<file path="src/design/comment_aware_code_line_counter_unit_macros.svh">
// Assertion macros used by the line counter engine.
// Each macro expects signals named clk and rst_n in the using module.
`ifndef COMMENT_AWARE_CODE_LINE_COUNTER_UNIT_MACROS_SVH
`define COMMENT_AWARE_CODE_LINE_COUNTER_UNIT_MACROS_SVH

`ifndef NO_ASSERTIONS

`define CACL_ASSERT_ALWAYS(lbl, cond) \
    lbl: assert property (@(posedge clk) disable iff (!rst_n) (cond)) \
        else $error("line counter check failed");

`define CACL_ASSERT_SAME(lbl, ant, cons) \
    lbl: assert property (@(posedge clk) disable iff (!rst_n) (ant) |-> (cons)) \
        else $error("line counter check failed");

`define CACL_ASSERT_NEXT(lbl, ant, cons) \
    lbl: assert property (@(posedge clk) disable iff (!rst_n) (ant) |=> (cons)) \
        else $error("line counter check failed");

`else

`define CACL_ASSERT_ALWAYS(lbl, cond)
`define CACL_ASSERT_SAME(lbl, ant, cons)
`define CACL_ASSERT_NEXT(lbl, ant, cons)

`endif

`endif

</file>
<file path="src/design/cacl_pkg.sv">
package cacl_pkg;

    localparam int MAX_SYMBOL_LEN_DEF = 4;
    localparam int SKIP_W = 2;
    localparam int CFG_IDX_W = 3;
    localparam int CFG_DATA_W = 32;

    localparam int QUEUE_DEPTH = 2;
    localparam int QPTR_W = $clog2(QUEUE_DEPTH);
    localparam int QCNT_W = $clog2(QUEUE_DEPTH + 1);

    localparam logic [7:0] CH_SPACE = 8'h20;
    localparam logic [7:0] CH_TAB = 8'h09;
    localparam logic [7:0] CH_LF = 8'h0A;
    localparam logic [7:0] CH_CR = 8'h0D;

    localparam logic [15:0] COUNT_MAX = 16'hFFFF;

    typedef enum logic [CFG_IDX_W-1:0] {
        REG_SINGLE_SYMBOL = 3'd0,
        REG_SINGLE_LEN    = 3'd1,
        REG_OPEN_SYMBOL   = 3'd2,
        REG_OPEN_LEN      = 3'd3,
        REG_CLOSE_SYMBOL  = 3'd4,
        REG_CLOSE_LEN     = 3'd5,
        REG_MIN_CHARS     = 3'd6
    } cfg_reg_idx_t;

    typedef struct packed {
        logic [31:0] single_symbol;
        logic [2:0]  single_len;
        logic [31:0] open_symbol;
        logic [2:0]  open_len;
        logic [31:0] close_symbol;
        logic [2:0]  close_len;
        logic [15:0] min_chars;
    } cfg_t;

    localparam cfg_t CFG_RESET = '{
        single_symbol: 32'd12079,
        single_len:    3'd2,
        open_symbol:   32'd10799,
        open_len:      3'd2,
        close_symbol:  32'd12074,
        close_len:     3'd2,
        min_chars:     16'd0
    };

    typedef struct packed {
        logic [7:0] char_byte;
        logic       has_char;
        logic       line_end;
        logic       batch_start;
        logic       start_in_block;
        logic       batch_end;
    } in_req_t;

    typedef struct packed {
        logic        line_counted;
        logic [15:0] valid_lines;
        logic        in_block;
        logic        batch_last;
    } out_res_t;

    typedef enum logic [1:0] {
        KIND_MARK,
        KIND_BYTE,
        KIND_LINE
    } item_kind_t;

    typedef struct packed {
        in_req_t    req;
        item_kind_t kind;
    } front_item_t;

    typedef struct packed {
        logic        valid;
        front_item_t item;
    } front_status_t;

    typedef struct packed {
        logic     push;
        out_res_t data;
    } res_push_t;

    typedef enum logic {
        ST_IDLE,
        ST_FLUSH
    } eng_state_t;

    function automatic logic is_space(logic [7:0] b);
        return b inside {CH_SPACE, CH_TAB, CH_LF, CH_CR};
    endfunction

    // Returns the symbol length when it matches at the head of the window, else zero.
    function automatic logic [2:0] match_len(logic [31:0] sym, logic [2:0] len,
                                             logic [3:0][7:0] head, logic [3:0] avail,
                                             int max_len);
        logic ok;
        ok = (len != 3'd0) && (int'(len) <= 4) && (int'(len) <= max_len)
             && ({1'b0, len} <= avail);
        for (int i = 0; i < 4; i++) begin
            if ((i < int'(len)) && (head[i] != sym[8*i +: 8])) begin
                ok = 1'b0;
            end
        end
        return ok ? len : 3'd0;
    endfunction

endpackage

</file>
<file path="src/design/comment_aware_code_line_counter_unit.sv">
// Comment-aware code line counter.
// Input side is a queue: drive item and raise push; the request is taken at a
// clock edge where push is high and full is low. One request carries at most one byte
// of source text with its line and batch marks.
// Result side is a queue too: while empty is low the oldest result sits on
// result, and pop takes it. One result is produced per request with line_end.
// Configuration is written through cfg_wr, cfg_idx and cfg_data; the user must
// write it only while the block is idle, which the block does not enforce.
// Indexes beyond the last register are ignored. Throughput: while the back
// end is idle, bytes stream at one per cycle. A line end holds the back end in
// its flush state while the bytes still held in the lookahead window (at most
// MAX_SYMBOL_LEN - 1) are examined, one position per cycle, and until its
// result enters the result queue; further requests wait meanwhile.
// Reset clears both queues, the line state and the line count, and loads the
// default symbols. When the receiver stalls, results wait in a two-entry
// queue, then the back end holds, and full rises once the input queue fills.
module comment_aware_code_line_counter_unit #(
    parameter int MAX_SYMBOL_LEN = cacl_pkg::MAX_SYMBOL_LEN_DEF
) (
    input  logic                               clk,
    input  logic                               rst_n,
    input  logic                               push,
    output logic                               full,
    input  cacl_pkg::in_req_t                  item,
    output logic                               empty,
    input  logic                               pop,
    output cacl_pkg::out_res_t                 result,
    input  logic                               cfg_wr,
    input  logic [cacl_pkg::CFG_IDX_W-1:0]     cfg_idx,
    input  logic [cacl_pkg::CFG_DATA_W-1:0]    cfg_data
);
    import cacl_pkg::*;

    cfg_t          cfg_reg, cfg_next;
    front_status_t front;
    logic          take;
    res_push_t     res;
    logic          res_full;

    always_comb
    begin
        cfg_next = cfg_reg;
        if (cfg_wr)
        begin
            case (cfg_idx)
                REG_SINGLE_SYMBOL: cfg_next.single_symbol = cfg_data;
                REG_SINGLE_LEN:    cfg_next.single_len = cfg_data[2:0];
                REG_OPEN_SYMBOL:   cfg_next.open_symbol = cfg_data;
                REG_OPEN_LEN:      cfg_next.open_len = cfg_data[2:0];
                REG_CLOSE_SYMBOL:  cfg_next.close_symbol = cfg_data;
                REG_CLOSE_LEN:     cfg_next.close_len = cfg_data[2:0];
                REG_MIN_CHARS:     cfg_next.min_chars = cfg_data[15:0];
                default:           cfg_next = cfg_reg;
            endcase
        end
    end

    always_ff @(posedge clk or negedge rst_n)
    begin
        if (!rst_n)
        begin
            cfg_reg <= CFG_RESET;
        end
        else
        begin
            cfg_reg <= cfg_next;
        end
    end

    cacl_front u_front (
        .clk    (clk),
        .rst_n  (rst_n),
        .push   (push),
        .full   (full),
        .item   (item),
        .status (front),
        .take   (take)
    );

    cacl_engine #(
        .MAX_SYMBOL_LEN (MAX_SYMBOL_LEN)
    ) u_engine (
        .clk      (clk),
        .rst_n    (rst_n),
        .cfg      (cfg_reg),
        .front    (front),
        .take     (take),
        .res      (res),
        .res_full (res_full)
    );

    cacl_res_queue u_res_queue (
        .clk      (clk),
        .rst_n    (rst_n),
        .req      (res),
        .res_full (res_full),
        .empty    (empty),
        .pop      (pop),
        .result   (result)
    );

endmodule

</file>
<file path="src/design/cacl_front.sv">
module cacl_front (
    input  logic                   clk,
    input  logic                   rst_n,
    input  logic                   push,
    output logic                   full,
    input  cacl_pkg::in_req_t      item,
    output cacl_pkg::front_status_t status,
    input  logic                   take
);
    import cacl_pkg::*;

    front_item_t           entry_reg [QUEUE_DEPTH];
    logic [QPTR_W-1:0]     wr_ptr_reg, wr_ptr_next;
    logic [QPTR_W-1:0]     rd_ptr_reg, rd_ptr_next;
    logic [QCNT_W-1:0]     count_reg, count_next;
    front_item_t           classified;
    logic                  wr_en;
    logic                  rd_en;

    always_comb
    begin
        classified.req = item;
        if (item.line_end)
        begin
            classified.kind = KIND_LINE;
        end
        else if (item.has_char)
        begin
            classified.kind = KIND_BYTE;
        end
        else
        begin
            classified.kind = KIND_MARK;
        end
    end

    assign full = (count_reg == QCNT_W'(QUEUE_DEPTH));
    assign wr_en = push && !full;
    assign rd_en = take && (count_reg != '0);

    assign status.valid = (count_reg != '0);
    assign status.item = entry_reg[rd_ptr_reg];

    always_comb
    begin
        wr_ptr_next = wr_ptr_reg;
        rd_ptr_next = rd_ptr_reg;
        count_next = count_reg;
        if (wr_en)
        begin
            wr_ptr_next = (wr_ptr_reg == QPTR_W'(QUEUE_DEPTH - 1)) ? '0 : wr_ptr_reg + 1'b1;
        end
        if (rd_en)
        begin
            rd_ptr_next = (rd_ptr_reg == QPTR_W'(QUEUE_DEPTH - 1)) ? '0 : rd_ptr_reg + 1'b1;
        end
        if (wr_en && !rd_en)
        begin
            count_next = count_reg + 1'b1;
        end
        else if (rd_en && !wr_en)
        begin
            count_next = count_reg - 1'b1;
        end
    end

    always_ff @(posedge clk)
    begin
        if (wr_en)
        begin
            entry_reg[wr_ptr_reg] <= classified;
        end
    end

    always_ff @(posedge clk or negedge rst_n)
    begin
        if (!rst_n)
        begin
            wr_ptr_reg <= '0;
            rd_ptr_reg <= '0;
            count_reg <= '0;
        end
        else
        begin
            wr_ptr_reg <= wr_ptr_next;
            rd_ptr_reg <= rd_ptr_next;
            count_reg <= count_next;
        end
    end

endmodule

</file>
<file path="src/design/cacl_res_queue.sv">
module cacl_res_queue (
    input  logic                clk,
    input  logic                rst_n,
    input  cacl_pkg::res_push_t req,
    output logic                res_full,
    output logic                empty,
    input  logic                pop,
    output cacl_pkg::out_res_t  result
);
    import cacl_pkg::*;

    out_res_t          entry_reg [QUEUE_DEPTH];
    logic [QPTR_W-1:0] wr_ptr_reg, wr_ptr_next;
    logic [QPTR_W-1:0] rd_ptr_reg, rd_ptr_next;
    logic [QCNT_W-1:0] count_reg, count_next;
    logic              wr_en;
    logic              rd_en;

    assign res_full = (count_reg == QCNT_W'(QUEUE_DEPTH));
    assign empty = (count_reg == '0);
    assign wr_en = req.push && !res_full;
    assign rd_en = pop && !empty;
    assign result = entry_reg[rd_ptr_reg];

    always_comb
    begin
        wr_ptr_next = wr_ptr_reg;
        rd_ptr_next = rd_ptr_reg;
        count_next = count_reg;
        if (wr_en)
        begin
            wr_ptr_next = (wr_ptr_reg == QPTR_W'(QUEUE_DEPTH - 1)) ? '0 : wr_ptr_reg + 1'b1;
        end
        if (rd_en)
        begin
            rd_ptr_next = (rd_ptr_reg == QPTR_W'(QUEUE_DEPTH - 1)) ? '0 : rd_ptr_reg + 1'b1;
        end
        if (wr_en && !rd_en)
        begin
            count_next = count_reg + 1'b1;
        end
        else if (rd_en && !wr_en)
        begin
            count_next = count_reg - 1'b1;
        end
    end

    always_ff @(posedge clk)
    begin
        if (wr_en)
        begin
            entry_reg[wr_ptr_reg] <= req.data;
        end
    end

    always_ff @(posedge clk or negedge rst_n)
    begin
        if (!rst_n)
        begin
            wr_ptr_reg <= '0;
            rd_ptr_reg <= '0;
            count_reg <= '0;
        end
        else
        begin
            wr_ptr_reg <= wr_ptr_next;
            rd_ptr_reg <= rd_ptr_next;
            count_reg <= count_next;
        end
    end

endmodule

</file>
<file path="src/design/cacl_engine.sv">
`include "comment_aware_code_line_counter_unit_macros.svh"

module cacl_engine #(
    parameter int MAX_SYMBOL_LEN = cacl_pkg::MAX_SYMBOL_LEN_DEF
) (
    input  logic                    clk,
    input  logic                    rst_n,
    input  cacl_pkg::cfg_t          cfg,
    input  cacl_pkg::front_status_t front,
    output logic                    take,
    output cacl_pkg::res_push_t     res,
    input  logic                    res_full
);
    import cacl_pkg::*;

    localparam int FILL_W = $clog2(MAX_SYMBOL_LEN + 1);
    localparam int IDX_W = (MAX_SYMBOL_LEN > 1) ? $clog2(MAX_SYMBOL_LEN) : 1;
    localparam int PAD_N = (MAX_SYMBOL_LEN > 4) ? MAX_SYMBOL_LEN : 4;

    eng_state_t                        state_reg, state_next;
    logic [MAX_SYMBOL_LEN-1:0][7:0]    win_reg, win_next;
    logic [FILL_W-1:0]                 fill_reg, fill_next;
    logic [SKIP_W-1:0]                 skip_reg, skip_next;
    logic                              block_reg, block_next;
    logic                              after_reg, after_next;
    logic                              rest_reg, rest_next;
    logic [15:0]                       char_cnt_reg, char_cnt_next;
    logic [15:0]                       line_cnt_reg, line_cnt_next;
    logic                              last_reg, last_next;

    always_ff @(posedge clk or negedge rst_n)
    begin
        if (!rst_n)
        begin
            state_reg <= ST_IDLE;
            win_reg <= '0;
            fill_reg <= '0;
            skip_reg <= '0;
            block_reg <= 1'b0;
            after_reg <= 1'b0;
            rest_reg <= 1'b0;
            char_cnt_reg <= '0;
            line_cnt_reg <= '0;
            last_reg <= 1'b0;
        end
        else
        begin
            state_reg <= state_next;
            win_reg <= win_next;
            fill_reg <= fill_next;
            skip_reg <= skip_next;
            block_reg <= block_next;
            after_reg <= after_next;
            rest_reg <= rest_next;
            char_cnt_reg <= char_cnt_next;
            line_cnt_reg <= line_cnt_next;
            last_reg <= last_next;
        end
    end

    always_comb
    begin
        logic [MAX_SYMBOL_LEN-1:0][7:0] cur_win;
        logic [FILL_W-1:0]              cur_fill;
        logic [PAD_N-1:0][7:0]          padded;
        logic                           do_proc;
        logic                           do_pop;
        logic                           counted;
        logic [2:0]                     ms;
        logic [2:0]                     mo;
        logic [2:0]                     mc;

        state_next = state_reg;
        win_next = win_reg;
        fill_next = fill_reg;
        skip_next = skip_reg;
        block_next = block_reg;
        after_next = after_reg;
        rest_next = rest_reg;
        char_cnt_next = char_cnt_reg;
        line_cnt_next = line_cnt_reg;
        last_next = last_reg;
        take = 1'b0;
        res.push = 1'b0;
        cur_win = win_reg;
        cur_fill = fill_reg;
        do_proc = 1'b0;
        do_pop = 1'b0;
        ms = '0;
        mo = '0;
        mc = '0;

        counted = (char_cnt_reg > cfg.min_chars);
        res.data.line_counted = counted;
        res.data.valid_lines = (counted && (line_cnt_reg != COUNT_MAX))
                               ? line_cnt_reg + 1'b1 : line_cnt_reg;
        res.data.in_block = block_reg;
        res.data.batch_last = last_reg;

        case (state_reg)
            ST_IDLE:
            begin
                if (front.valid)
                begin
                    take = 1'b1;
                    if (front.item.req.batch_start)
                    begin
                        line_cnt_next = '0;
                        block_next = front.item.req.start_in_block;
                        win_next = '0;
                        fill_next = '0;
                        skip_next = '0;
                        after_next = 1'b0;
                        rest_next = 1'b0;
                        char_cnt_next = '0;
                    end
                    if (front.item.kind != KIND_MARK && front.item.req.has_char && !rest_next)
                    begin
                        cur_win = win_next;
                        cur_fill = fill_next;
                        if (fill_next < FILL_W'(MAX_SYMBOL_LEN))
                        begin
                            cur_win[fill_next[IDX_W-1:0]] = front.item.req.char_byte;
                            cur_fill = fill_next + 1'b1;
                        end
                        win_next = cur_win;
                        fill_next = cur_fill;
                        do_proc = (cur_fill == FILL_W'(MAX_SYMBOL_LEN));
                    end
                    if (front.item.kind == KIND_LINE)
                    begin
                        state_next = ST_FLUSH;
                        last_next = front.item.req.batch_end;
                    end
                end
            end
            ST_FLUSH:
            begin
                if ((fill_reg != '0) && !rest_reg)
                begin
                    do_proc = 1'b1;
                end
                else if (!res_full)
                begin
                    res.push = 1'b1;
                    line_cnt_next = res.data.valid_lines;
                    win_next = '0;
                    fill_next = '0;
                    skip_next = '0;
                    after_next = 1'b0;
                    rest_next = 1'b0;
                    char_cnt_next = '0;
                    state_next = ST_IDLE;
                end
            end
            default:
            begin
                state_next = ST_IDLE;
            end
        endcase

        // One head step of the lookahead window; symbols are checked in priority order.
        padded = '0;
        padded[MAX_SYMBOL_LEN-1:0] = cur_win;
        if (do_proc && (cur_fill != '0))
        begin
            if (skip_next != '0)
            begin
                skip_next = skip_next - 1'b1;
                do_pop = 1'b1;
            end
            else
            begin
                ms = match_len(cfg.single_symbol, cfg.single_len, padded[3:0],
                               4'(cur_fill), MAX_SYMBOL_LEN);
                mo = match_len(cfg.open_symbol, cfg.open_len, padded[3:0],
                               4'(cur_fill), MAX_SYMBOL_LEN);
                mc = match_len(cfg.close_symbol, cfg.close_len, padded[3:0],
                               4'(cur_fill), MAX_SYMBOL_LEN);
                if (ms != '0)
                begin
                    if (!block_next)
                    begin
                        rest_next = 1'b1;
                        fill_next = '0;
                    end
                    else
                    begin
                        after_next = 1'b1;
                        skip_next = SKIP_W'(ms - 3'd1);
                        do_pop = 1'b1;
                    end
                end
                else if (mo != '0)
                begin
                    block_next = 1'b1;
                    skip_next = SKIP_W'(mo - 3'd1);
                    do_pop = 1'b1;
                end
                else if (mc != '0)
                begin
                    block_next = 1'b0;
                    skip_next = SKIP_W'(mc - 3'd1);
                    do_pop = 1'b1;
                end
                else
                begin
                    if (!block_next && !after_next && !is_space(padded[0])
                        && (char_cnt_next != COUNT_MAX))
                    begin
                        char_cnt_next = char_cnt_next + 1'b1;
                    end
                    do_pop = 1'b1;
                end
            end
        end

        if (do_pop)
        begin
            for (int i = 0; i < MAX_SYMBOL_LEN - 1; i++)
            begin
                win_next[i] = cur_win[i + 1];
            end
            win_next[MAX_SYMBOL_LEN-1] = 8'h00;
            fill_next = cur_fill - 1'b1;
        end
    end

    `CACL_ASSERT_ALWAYS(a_fill_bound, fill_reg <= FILL_W'(MAX_SYMBOL_LEN - 1))
    `CACL_ASSERT_SAME(a_rest_empty, rest_reg, fill_reg == '0)
    `CACL_ASSERT_ALWAYS(a_skip_within_fill, skip_reg <= fill_reg)
    `CACL_ASSERT_NEXT(a_flush_done, (state_reg == ST_FLUSH) && (fill_reg == '0) && !res_full, (state_reg == ST_IDLE) && (char_cnt_reg == '0))

endmodule
</file>
<file path="config.mk">
export PLATFORM = sky130hd
export DESIGN_NAME = comment_aware_code_line_counter_unit
export DESIGN_NICKNAME = d
export VERILOG_FILES = /design/src/design/cacl_pkg.sv /design/src/design/comment_aware_code_line_counter_unit.sv /design/src/design/cacl_front.sv /design/src/design/cacl_res_queue.sv /design/src/design/cacl_engine.sv
export VERILOG_INCLUDE_DIRS = /design/src /design/src/design
export SDC_FILE = /design/constraint.sdc
export NUM_CORES = 1
export LEC_CHECK = 0
export BUFFER_PORTS_ARGS = -buffer_cell sky130_fd_sc_hd__buf_2
export CORE_MARGIN = 2
export CORE_UTILIZATION = 50
export CTS_CLUSTER_SIZE = 30
export DETAILED_ROUTE_END_ITERATION = 7
export PLACE_DENSITY = 0.71
export SYNTH_ARGS = -nofsm -noshare
export SYNTH_HDL_FRONTEND = slang
export SYNTH_SLANG_ARGS = --single-unit
</file>
<file path="constraint.sdc">
create_clock -name clk -period 4.6 [get_ports clk]
set_input_delay 0.23 -clock clk [delete_from_list [all_inputs] [get_ports clk]]
set_output_delay 0.23 -clock clk [all_outputs]
set_load 0.1 [all_outputs]
</file>
== Yosys cells after proc, flatten, opt, wreduce, memory -nomap -nowiden ==
Memory sizes are Yosys's and may differ from the RTL's.
Index checks and enable logic that the tools add are counted.

* $add $sub $neg: 16
* $lt $le $gt $ge: 22
* Eq/ne operators: 35
* Multiplexer cells: 145
* Bitwise gates (word level): 1
* Reduce and logical (&&, ||, !) cells: 76

{| class="wikitable"
|+ Operators by type and width
! kind !! count
|-
| $mux W32 || 12
|-
| $mux W16 || 15
|-
| $ne A8 B8 Y1 || 12
|-
| $mux W1 || 69
|-
| $mux W3 || 22
|-
| $pmux W16 S2 || 2
|-
| $pmux W32 S2 || 1
|-
| $logic_and A1 B1 Y1 || 38
|-
| $add A16 B1 Y16 const B || 2
|-
| $bwmux W32 || 1
|-
| $ne A16 B16 Y1 const B || 2
|-
| $mux W2 || 15
|-
| $eq A8 B4 Y1 const B || 3
|-
| $reduce_bool A3 Y1 || 8
|-
| $lt A1 B3 Y1 const A || 6
|-
| $lt A2 B3 Y1 const A || 6
|-
| $demux W8 S2 || 1
|-
| $gt A16 B16 Y1 || 1
|-
| $reduce_and A2 Y1 || 7
|-
| $eq A3 B3 Y1 const B || 4
|-
| $logic_not A1 Y1 || 12
|-
| $sub A2 B1 Y2 const B || 6
|-
| $reduce_bool A2 Y1 || 5
|-
| $le A3 B3 Y1 || 3
|-
| 25 further kinds || 42
|}

* Bits in registers: 203
* RAM bits: 68
* Bits of input ports: 53
* Output and inout port bits: 21
* Memories: 2

{| class="wikitable"
|+ Memory list
! name !! depth !! width !! rd ports !! clocked after Yosys merged registers in !! wr ports !! RTL line !! RTL
|-
| u_res_queue.entry_reg || 2 || 19 || 1 || 0 || 1 || cacl_res_queue.sv:12 || <nowiki>out_res_t entry_reg [QUEUE_DEPTH];</nowiki>
|-
| u_front.entry_reg || 2 || 15 || 1 || 0 || 1 || cacl_front.sv:12 || <nowiki>front_item_t entry_reg [QUEUE_DEPTH];</nowiki>
|}

== Logic depth before layout (Yosys ltp) ==
Gate-level depths: netlist (run 1).
An unclocked memory read counts as a cell.

* Word-level depth: 28
* Depth in mapped cells: 25
* Mapped depth without buffers: 20

== Hierarchy ==
A second synthesis (run 1) with hierarchy kept.

* Cells, all modules: 1500
* Area total of the unflattened synthesis: 16289.4 um2

{| class="wikitable"
|+ Modules (own cells, without submodules)
! module !! instances !! cells an instance !! area each (um2)
|-
| cacl_engine || 1 || 1096 || 8524.4
|-
| comment_aware_code_line_counter_unit || 1 || 261 || 4921.0
|-
| cacl_res_queue || 1 || 78 || 1566.5
|-
| cacl_front || 1 || 65 || 1277.5
|}

== Worst setup path before layout (run 1) ==
No wires, ideal clock.

* Path kind: register to register
* Start point: register u_front.rd_ptr_reg
* End point: register u_engine.win_reg[14] (netlist name)
* Library setup time: 143 ps
* Data arrival time: 4680 ps
* Slack: -223 ps
* Stages on the path, launching flop included: 24
* Path buffers: 5
* Period minus slack after synthesis: 4823 ps
* Cell sequence: dfrtp_1 buf_6 and2b_1 o221ai_4 a21oi_2 buf_2 buf_1 nor2_1 a31oi_1 ha_1 o21ai_0 a221o_1 a221oi_1 o311ai_1 o221ai_1 nand4_1 a211o_1 ha_1 nand3b_1 o211a_1 buf_2 buf_2 a211oi_1 a21oi_1

* Longest elaborated chain between the ends: 28
* Elaborated cells on any way between the ends: 76
* Those cells by class: 1 x add/sub; 4 x order compare; 8 x eq/ne; 47 x mux; 15 x reduce/logical; 1 x memory

{| class="wikitable"
|+ RTL lines
! element !! RTL line !! RTL
|-
| from (decl) || cacl_front.sv:14 || <nowiki>logic [QPTR_W-1:0] rd_ptr_reg, rd_ptr_next;</nowiki>
|-
| from (signal assigned) || cacl_front.sv:86 || <nowiki>rd_ptr_reg <= rd_ptr_next;</nowiki>
|-
| $mem_v2 Z2 W15 (*) || -- ||
|-
| $mux W3 || cacl_engine.sv:106 || <nowiki>if (front.item.req.batch_start)</nowiki>
|-
| $mux W3 || cacl_engine.sv:103 || <nowiki>if (front.valid)</nowiki>
|-
| $mux W3 || cacl_engine.sv:100 || <nowiki>case (state_reg)</nowiki>
|-
| $lt A2 B3 Y1 (not written as such) / $ge A2 B1 Y1 (equally long branches) || cacl_engine.sv:123 || <nowiki>cur_win[fill_next[IDX_W-1:0]] = front.item.req.char_byte;</nowiki>
|-
| $logic_and A1 B1 Y1 (not written as such) || cacl_engine.sv:123 ||
|-
| $mux W8 (not written as such) || cacl_engine.sv:123 ||
|-
| $demux W8 S2 || -- ||
|-
| [... 12 more ...] || -- ||
|-
| $mux W1 || cacl_engine.sv:165 || <nowiki>if (do_proc && (cur_fill != '0))</nowiki>
|-
| $mux W3 || cacl_pkg.sv:107 || <nowiki>return ok ? len : 3'd0;</nowiki>
|-
| $reduce_bool A3 Y1 || cacl_engine.sv:180 || <nowiki>if (ms != '0)</nowiki>
|-
| $mux W1 || cacl_engine.sv:180 ||
|-
| $mux W1 || cacl_engine.sv:167 || <nowiki>if (skip_next != '0)</nowiki>
|-
| $mux W1 || cacl_engine.sv:165 ||
|-
| $ne A3 B3 Y1 (no line) / $ne A3 B2 Y1 (equally long branches) || -- ||
|-
| $reduce_and A3 Y1 (no line) || -- ||
|-
| to (signal assigned) || cacl_engine.sv:49 || <nowiki>win_reg <= win_next;</nowiki>
|-
| to (decl) || cacl_engine.sv:21 || <nowiki>logic [MAX_SYMBOL_LEN-1:0][7:0] win_reg, win_next;</nowiki>
|}

Mark *: on every way between the ends. The rest lies on a longest branch, timed or not. The select of a mux whose other input is x is not followed.
A chain may end at the register's enable or synchronous reset.

== Worst setup path after layout (run 1) ==
* Start point: register u_front.rd_ptr_reg
* End point: register u_engine.win_reg[17] (netlist name)

The elaborated chain is that of the path after synthesis.

==> results of run 1 <==
what timing repair did:
action                     4_1_cts  5_1_grt
resized for setup                0       41
hold buffers                    42        0
hold endpoints to repair       222        0
setup endpoints to repair        0       41
buffers inserted                 0        5
worst paths after layout:
path                                               end  slack [ps]  depth (start not counted)               start
max reg2reg                       u_engine.win_reg[17]         140                         20  u_front.rd_ptr_reg
max                               u_engine.win_reg[17]         140                         20  u_front.rd_ptr_reg
min reg2reg                u_res_queue.entry_reg[0][0]         480                          0   u_engine.last_reg
min                                 u_front.wr_ptr_reg           6                          3                push
max in group asynchronous                  cfg_reg[52]        3260                          3               rst_n
min in group asynchronous                  cfg_reg[34]         330                          2               rst_n
tightest hold or removal path, delay by kind of cell:
| kind | cells | cell delay (ps) |
|---|---|---|
| simple gates | 1 | 100 |
| buf+inv | 1 | 110 |
| xor+xnor | 1 | 80 |
routing by layer:
layer / vias to the layer above / GRT usage (%) / share of wire (%)
met2: 384 / 44.9 / 50
met1: 6379 / 34.1 / 42
met3: 94 / 2.69 / 4.7
li1: 5969 / - / -
met5: - / 0 / 0
met4: 0 / 8.45 / 3.3
per-stage QoR:
stage                     cell area (um^2)  power (mW)
final                                18700        11.4
after global routing                 18700        12.0
after CTS                            18500        11.1
after detailed placement             17100        8.58
after global placement               17100        8.44
after floorplan                      16000        7.19
cell families after synthesis:
kind of cell,after synthesis,share of synthesized area (%)
buffers and inverters,145,3.91
DFF,269,44.4
and+or+nand+nor,416,13.3
adders and majority gates,32,2.51
xor gates and xnor gates,114,6.25
muxes,165,11.6
AOI/OAI and AO/OA,376,18.0
layout make-up:
class | instances | area (um^2) | area share [%]
Antenna cell | 1 | 2.50 | 0.0134
Clock buffer | 41 | 853 | 4.56
Clock inverter | 15 | 159 | 0.849
Inverter | 56 | 210 | 1.12
Multi-Input combinational cell | 1103 | 8460 | 45.2
Sequential cell | 269 | 7100 | 37.9
Tap cell | 402 | 503 | 2.69
Timing Repair Buffer | 194 | 1440 | 7.68
where the power goes:
group	internal (mW)	total (mW)	switching, mW
Sequential	3.01	3.64	0.628
Clock	1.46	2.46	0.996
Combinational	2.03	5.27	3.24
Total	6.50	11.4	4.87
cell usage after synthesis (19+ instances only):
cell type	count
dfrtp_1	174
mux2_2	146
nand2_1	127
a21oi_1	74
nor2_1	68
edfxtp_1	66
xor2_1	60
inv_1	54
xnor2_1	54
clkbuf_1	48
nand3_1	47
o21ai_0	44
ha_1	32
a211oi_1	29
dfstp_2	29
nor3_1	28
nor4_1	22
a221oi_1	19
and3_1	19
buf_2	19
==> flow_metrics.tcl, run 1 <==
set metrics [dict create \
    cts.sink_count 269 \
    min_path_type "primary input to flip-flop" \
    cts-root-buf "clkbuf_16" \
    drtIter0Drc 1041 \
    ant_nets 0 \
    routed_wl_um 43300 \
    fin_setup_tns_ps 0 \
    cp-start-kind "flip-flop" \
    post-route-util_pct 59.5 \
    synth_cell_types 103 \
    final_cell_mix "dfrtp_1 (173), mux2_2 (146), nand2_1 (125), buf_4 (74)" \
    synth.cell_area_um2 16000 \
    p_leak_nw 7.56 \
    routedWlPerCell_um 20.8 \
    critPathRequiredTime_ps 5030 \
    die-area_um2 33400 \
    fin_hold_ws_ps 5.64 \
    crit_family "compound AO/OA/AOI/OAI gates" \
    postSynthCellCount 1517 \
    cap_violations 0 \
    synthesis.nets 1602 \
    netlist_top_cells_area "dfrtp_1 (27%), edfxtp_1 (12%), mux2_2 (10%)" \
    critical_path_class "flip-flop to flip-flop" \
    largest_reg_flops 121 \
    die_y_um 183 \
    ys_warn_count 0 \
    peakVddDrop_uv 362 \
    skew_ps 19.7 \
    period_needed_ps 4460 \
    fmax_mhz 224 \
    drive_gt1_share_pct 27.4 \
    synth_top_area_share_pct 27.3 \
    slew_headroom_pct 20.7 \
    placed_cells 1976 \
    initial_core_util_pct 50.7 \
    finalSetupViolations 0 \
    dr.pass1.iters 6 \
    pre_cts_ws_ps 132 \
    die_width_um 183 \
    first_global_vias 12777 \
    setup_slack_ps 140 \
    ios 74 \
    core-area_um2 31500 \
    ys_seq_area_share_pct 44.4 \
    numCtsBuffers 30 \
    grt_pass1_wl_um 69200 \
    synth_edf_count 66 \
    path_cells "buf_4, and2b_2, o221ai_4, a21oi_4, nor2_1, a31oi_2, ha_2, o21ai_0, a221o_1, a221oi_2, o311ai_2, o221ai_2, nand4_1, a211o_1, ha_1, nand3b_1, o211a_4, buf_12, a221oi_1, a21oi_1" \
    synth_largest_area_cell "dfrtp_1" \
    track_usage_pct 25.9 \
    critPathBufInv 2 \
    clock_path_buffers 3 \
    fill_cells 2620 \
    antenna_found_initial 0 \
    syn_avg_cell_area_um2 10.5 \
    overflow 0 \
    status "finished, final reports clean" \
    clkTransAtPathRegs_ps 60 \
    mostFrequentLayoutCell "dfrtp_1" \
    crit_arrival_ps 4890 \
    final_net_count 1739 \
    fin_cells 2081 \
    drc 0 \
    grt_max_degree 115 \
    slew_violations 0 \
    slowest_delay_ps 440 \
    syn2layout_area_growth_pct 17.3 \
    vias 12826 \
    rows 65 \
    portBuffers 73 \
    htreeDepth 1 \
    hold_viol 0 \
    synth_flop_cell "dfrtp_1" \
    async_flop_share_pct 75.5 \
    avgViaCountPerCell 6.16 \
    powerDensity_nw_per_um2 607 \
    worstSetupEndpointType "flip-flop" \
    cts_tree "built" \
    crit_fanout 33 \
    slowest_stage "dfrtp_2" \
    dp_hpwl_um 30600 \
    post-route-period-util_pct 97.0 \
    worst_pin_slew_ps 1190 \
    synth.ff_latch_count 269 \
    gp_routability_congestion 0.947 \
    worstSkewPairLatency_ps 570 \
]
No activity file was read; power rests on OpenSTA's default activity.
==> run 2, diff against run 1 <==
--- a/config.mk
+++ b/config.mk
@@ -13,4 +13,5 @@
 export DETAILED_ROUTE_END_ITERATION = 7
 export PLACE_DENSITY = 0.71
+export SKIP_CTS_REPAIR_TIMING = 1
 export SYNTH_ARGS = -nofsm -noshare
 export SYNTH_HDL_FRONTEND = slang
==> constraint.sdc (replaced) <==
create_clock -name clk -period 4.6 [get_ports clk]
set_input_delay 0.46 -clock clk [delete_from_list [all_inputs] [get_ports clk]]
set_output_delay 0.46 -clock clk [all_outputs]
set_load 0.1 [all_outputs]
==> run 2 against run 1 <==
The flow now finishes with violations (negative hold slack); die area stayed put; global-route usage is 0.46 points lower; final cell count is 1.8% lower; register-to-register slack better by 30 ps; critical endpoint is now u_engine.win_reg[21]; largest cell class unchanged; largest power group unchanged.
==> flow_metrics.tcl, run 2 (synthesis gave the netlist of run 1 again) <==
set metrics [dict create \
    reg2reg_depth 18 \
    cts_tree "built" \
    skew_ps 16.8 \
    grt_pass1_wl_um 68100 \
    cts-root-buf "clkbuf_16" \
    fill_cells 2608 \
    reg2reg_to "u_engine.win_reg[21]" \
    final_net_count 1702 \
    diodes 0 \
    crit_end "u_engine.win_reg[21]" \
    reg2reg_slack_ps 170 \
    drc 0 \
    critical_path_class "flip-flop to flip-flop" \
    first_global_vias 12614 \
    setup_slack_ps 168 \
    cts.sink_count 269 \
    post-route-period-util_pct 96.3 \
    cp-start-kind "flip-flop" \
    slew_violations 0 \
    syn2layout_area_growth_pct 15.6 \
    period_needed_ps 4430 \
    cap_violations 0 \
    status "finished, violations left" \
    crit_start "u_front.rd_ptr_reg" \
    routed_wl_um 42600 \
    reg2reg_from "u_front.rd_ptr_reg" \
    drive_gt1_share_pct 28.3 \
    worstSetupEndpointType "flip-flop" \
    htreeDepth 1 \
    worstSkewPairLatency_ps 570 \
    ant_nets 0 \
    fmax_mhz 226 \
    overflow 0 \
    crit_arrival_ps 4870 \
    antenna_found_initial 0 \
    track_usage_pct 25.5 \
    ios 74 \
    core-area_um2 31500 \
    die_width_um 183 \
    numCtsBuffers 31 \
    slew_headroom_pct 20.0 \
    dr.pass1.iters 5 \
    placed_cells 1976 \
    gp_routability_congestion 0.945 \
    min_path_type "primary input to async pin" \
    clkTransAtPathRegs_ps 70 \
    critPathRequiredTime_ps 5040 \
    finalSetupViolations 0 \
    clock_path_buffers 3 \
    dpl-instance-area_um2 17100 \
    grt_max_degree 113 \
    drtIter0Drc 1072 \
    fin_hold_ws_ps -37.4 \
    pre_cts_ws_ps 90.9 \
    powerDensity_nw_per_um2 627 \
    mostFrequentLayoutCell "dfrtp_1" \
    peakVddDrop_uv 341 \
    vias 12657 \
    hold_viol 14 \
    fin_area_um2 18500 \
    crit_fanout 33 \
    portBuffers 73 \
    die_y_um 183 \
    fin_setup_tns_ps 0 \
    initial_core_util_pct 50.7 \
    violations "negative hold slack" \
    fin_cells 2044 \
    dp_hpwl_um 30600 \
    avgViaCountPerCell 6.19 \
    final_cell_mix "dfrtp_1 (173), mux2_2 (145), nand2_1 (126), buf_4 (78)" \
    worst_pin_slew_ps 1200 \
    largest_reg_flops 121 \
    routedWlPerCell_um 20.8 \
    p_leak_nw 7.46 \
    finalPower_mw 11.6 \
    rows 65 \
    die-area_um2 33400 \
]
run 2: changes by cell type in the layout (fill, tap and decap cells not counted), sizes merged, moves of 2 or more:
cell	delta
clkinv	-6
clkinvlp	+3
dlygate4sd3	-42
buf	+4
clkbuf	+2
bufinv	+2
run 2: critical path, stage by stage (launching register included):
cell and delay (ps):
dfrtp_2 440, buf_4 170, and2b_2 250, o221ai_4 120, buf_4 250, a2111oi_4 470, buf_4 250, o2bb2ai_1 120
o22ai_1 130, nor4_2 340, buf_4 210, o21ai_0 80, a211o_1 330, ha_1 230, nand3b_1 180, o211a_4 210
buf_12 180, a32oi_1 210, o21ai_0 100
run 2: worst min path at each step:
stage                      start                     endpoint  slack (ps)  depth (start not counted)
6_report                   rst_n                  cfg_reg[34]         -40                          1
5_1_grt                    rst_n                  cfg_reg[69]          30                          1
4_1_cts                    rst_n                  cfg_reg[69]        -0.4                          1
3_5_place_dp   u_engine.last_reg  u_res_queue.entry_reg[0][0]         460                          0
3_3_place_gp   u_engine.last_reg  u_res_queue.entry_reg[0][0]         460                          0
2_1_floorplan              rst_n                   cfg_reg[0]         160                          0
run 2: area by class of cell:
cell class | instances | area (um^2) | share of cell area (%)
multi-input cells | 1103 | 8450 | 45.8
flip-flops and latches | 269 | 7100 | 38.4
repair buffers | 156 | 1050 | 5.67
clock buffers | 43 | 922 | 4.99
well taps | 402 | 503 | 2.72
clock inverters | 15 | 231 | 1.25
inverters | 56 | 210 | 1.14
run 2: metal layers:
| layer | part of all wire, % | vias to the layer above | GRT usage [%] | wire [um] |
|---|---|---|---|---|
| met5 | 0 | - | 0 | 0 |
| met4 | 3.3 | 0 | 8.71 | 1390 |
| met3 | 4.6 | 90 | 2.67 | 1960 |
| met2 | 50 | 392 | 44.1 | 21100 |
| met1 | 43 | 6285 | 33.3 | 18100 |
| li1 | - | 5890 | - | - |
run 2: power by group:
part / internal [mW] / switching [mW] / leakage, nW
Sequential: 3.01 / 0.629 / 3.14
Combinational: 2.01 / 3.21 / 3.77
Clock: 1.68 / 1.03 / 0.548
Total: 6.70 / 4.87 / 7.46
run 2: through the flow:
stage / hold slack (ps) / util, %
after global routing: 25.8 / 58.7
after floorplan: 164 / -
final: -37.4 / 58.7
after global placement: 456 / 54.2
after CTS: -0.352 / 57.8
after detailed placement: 463 / 54.2
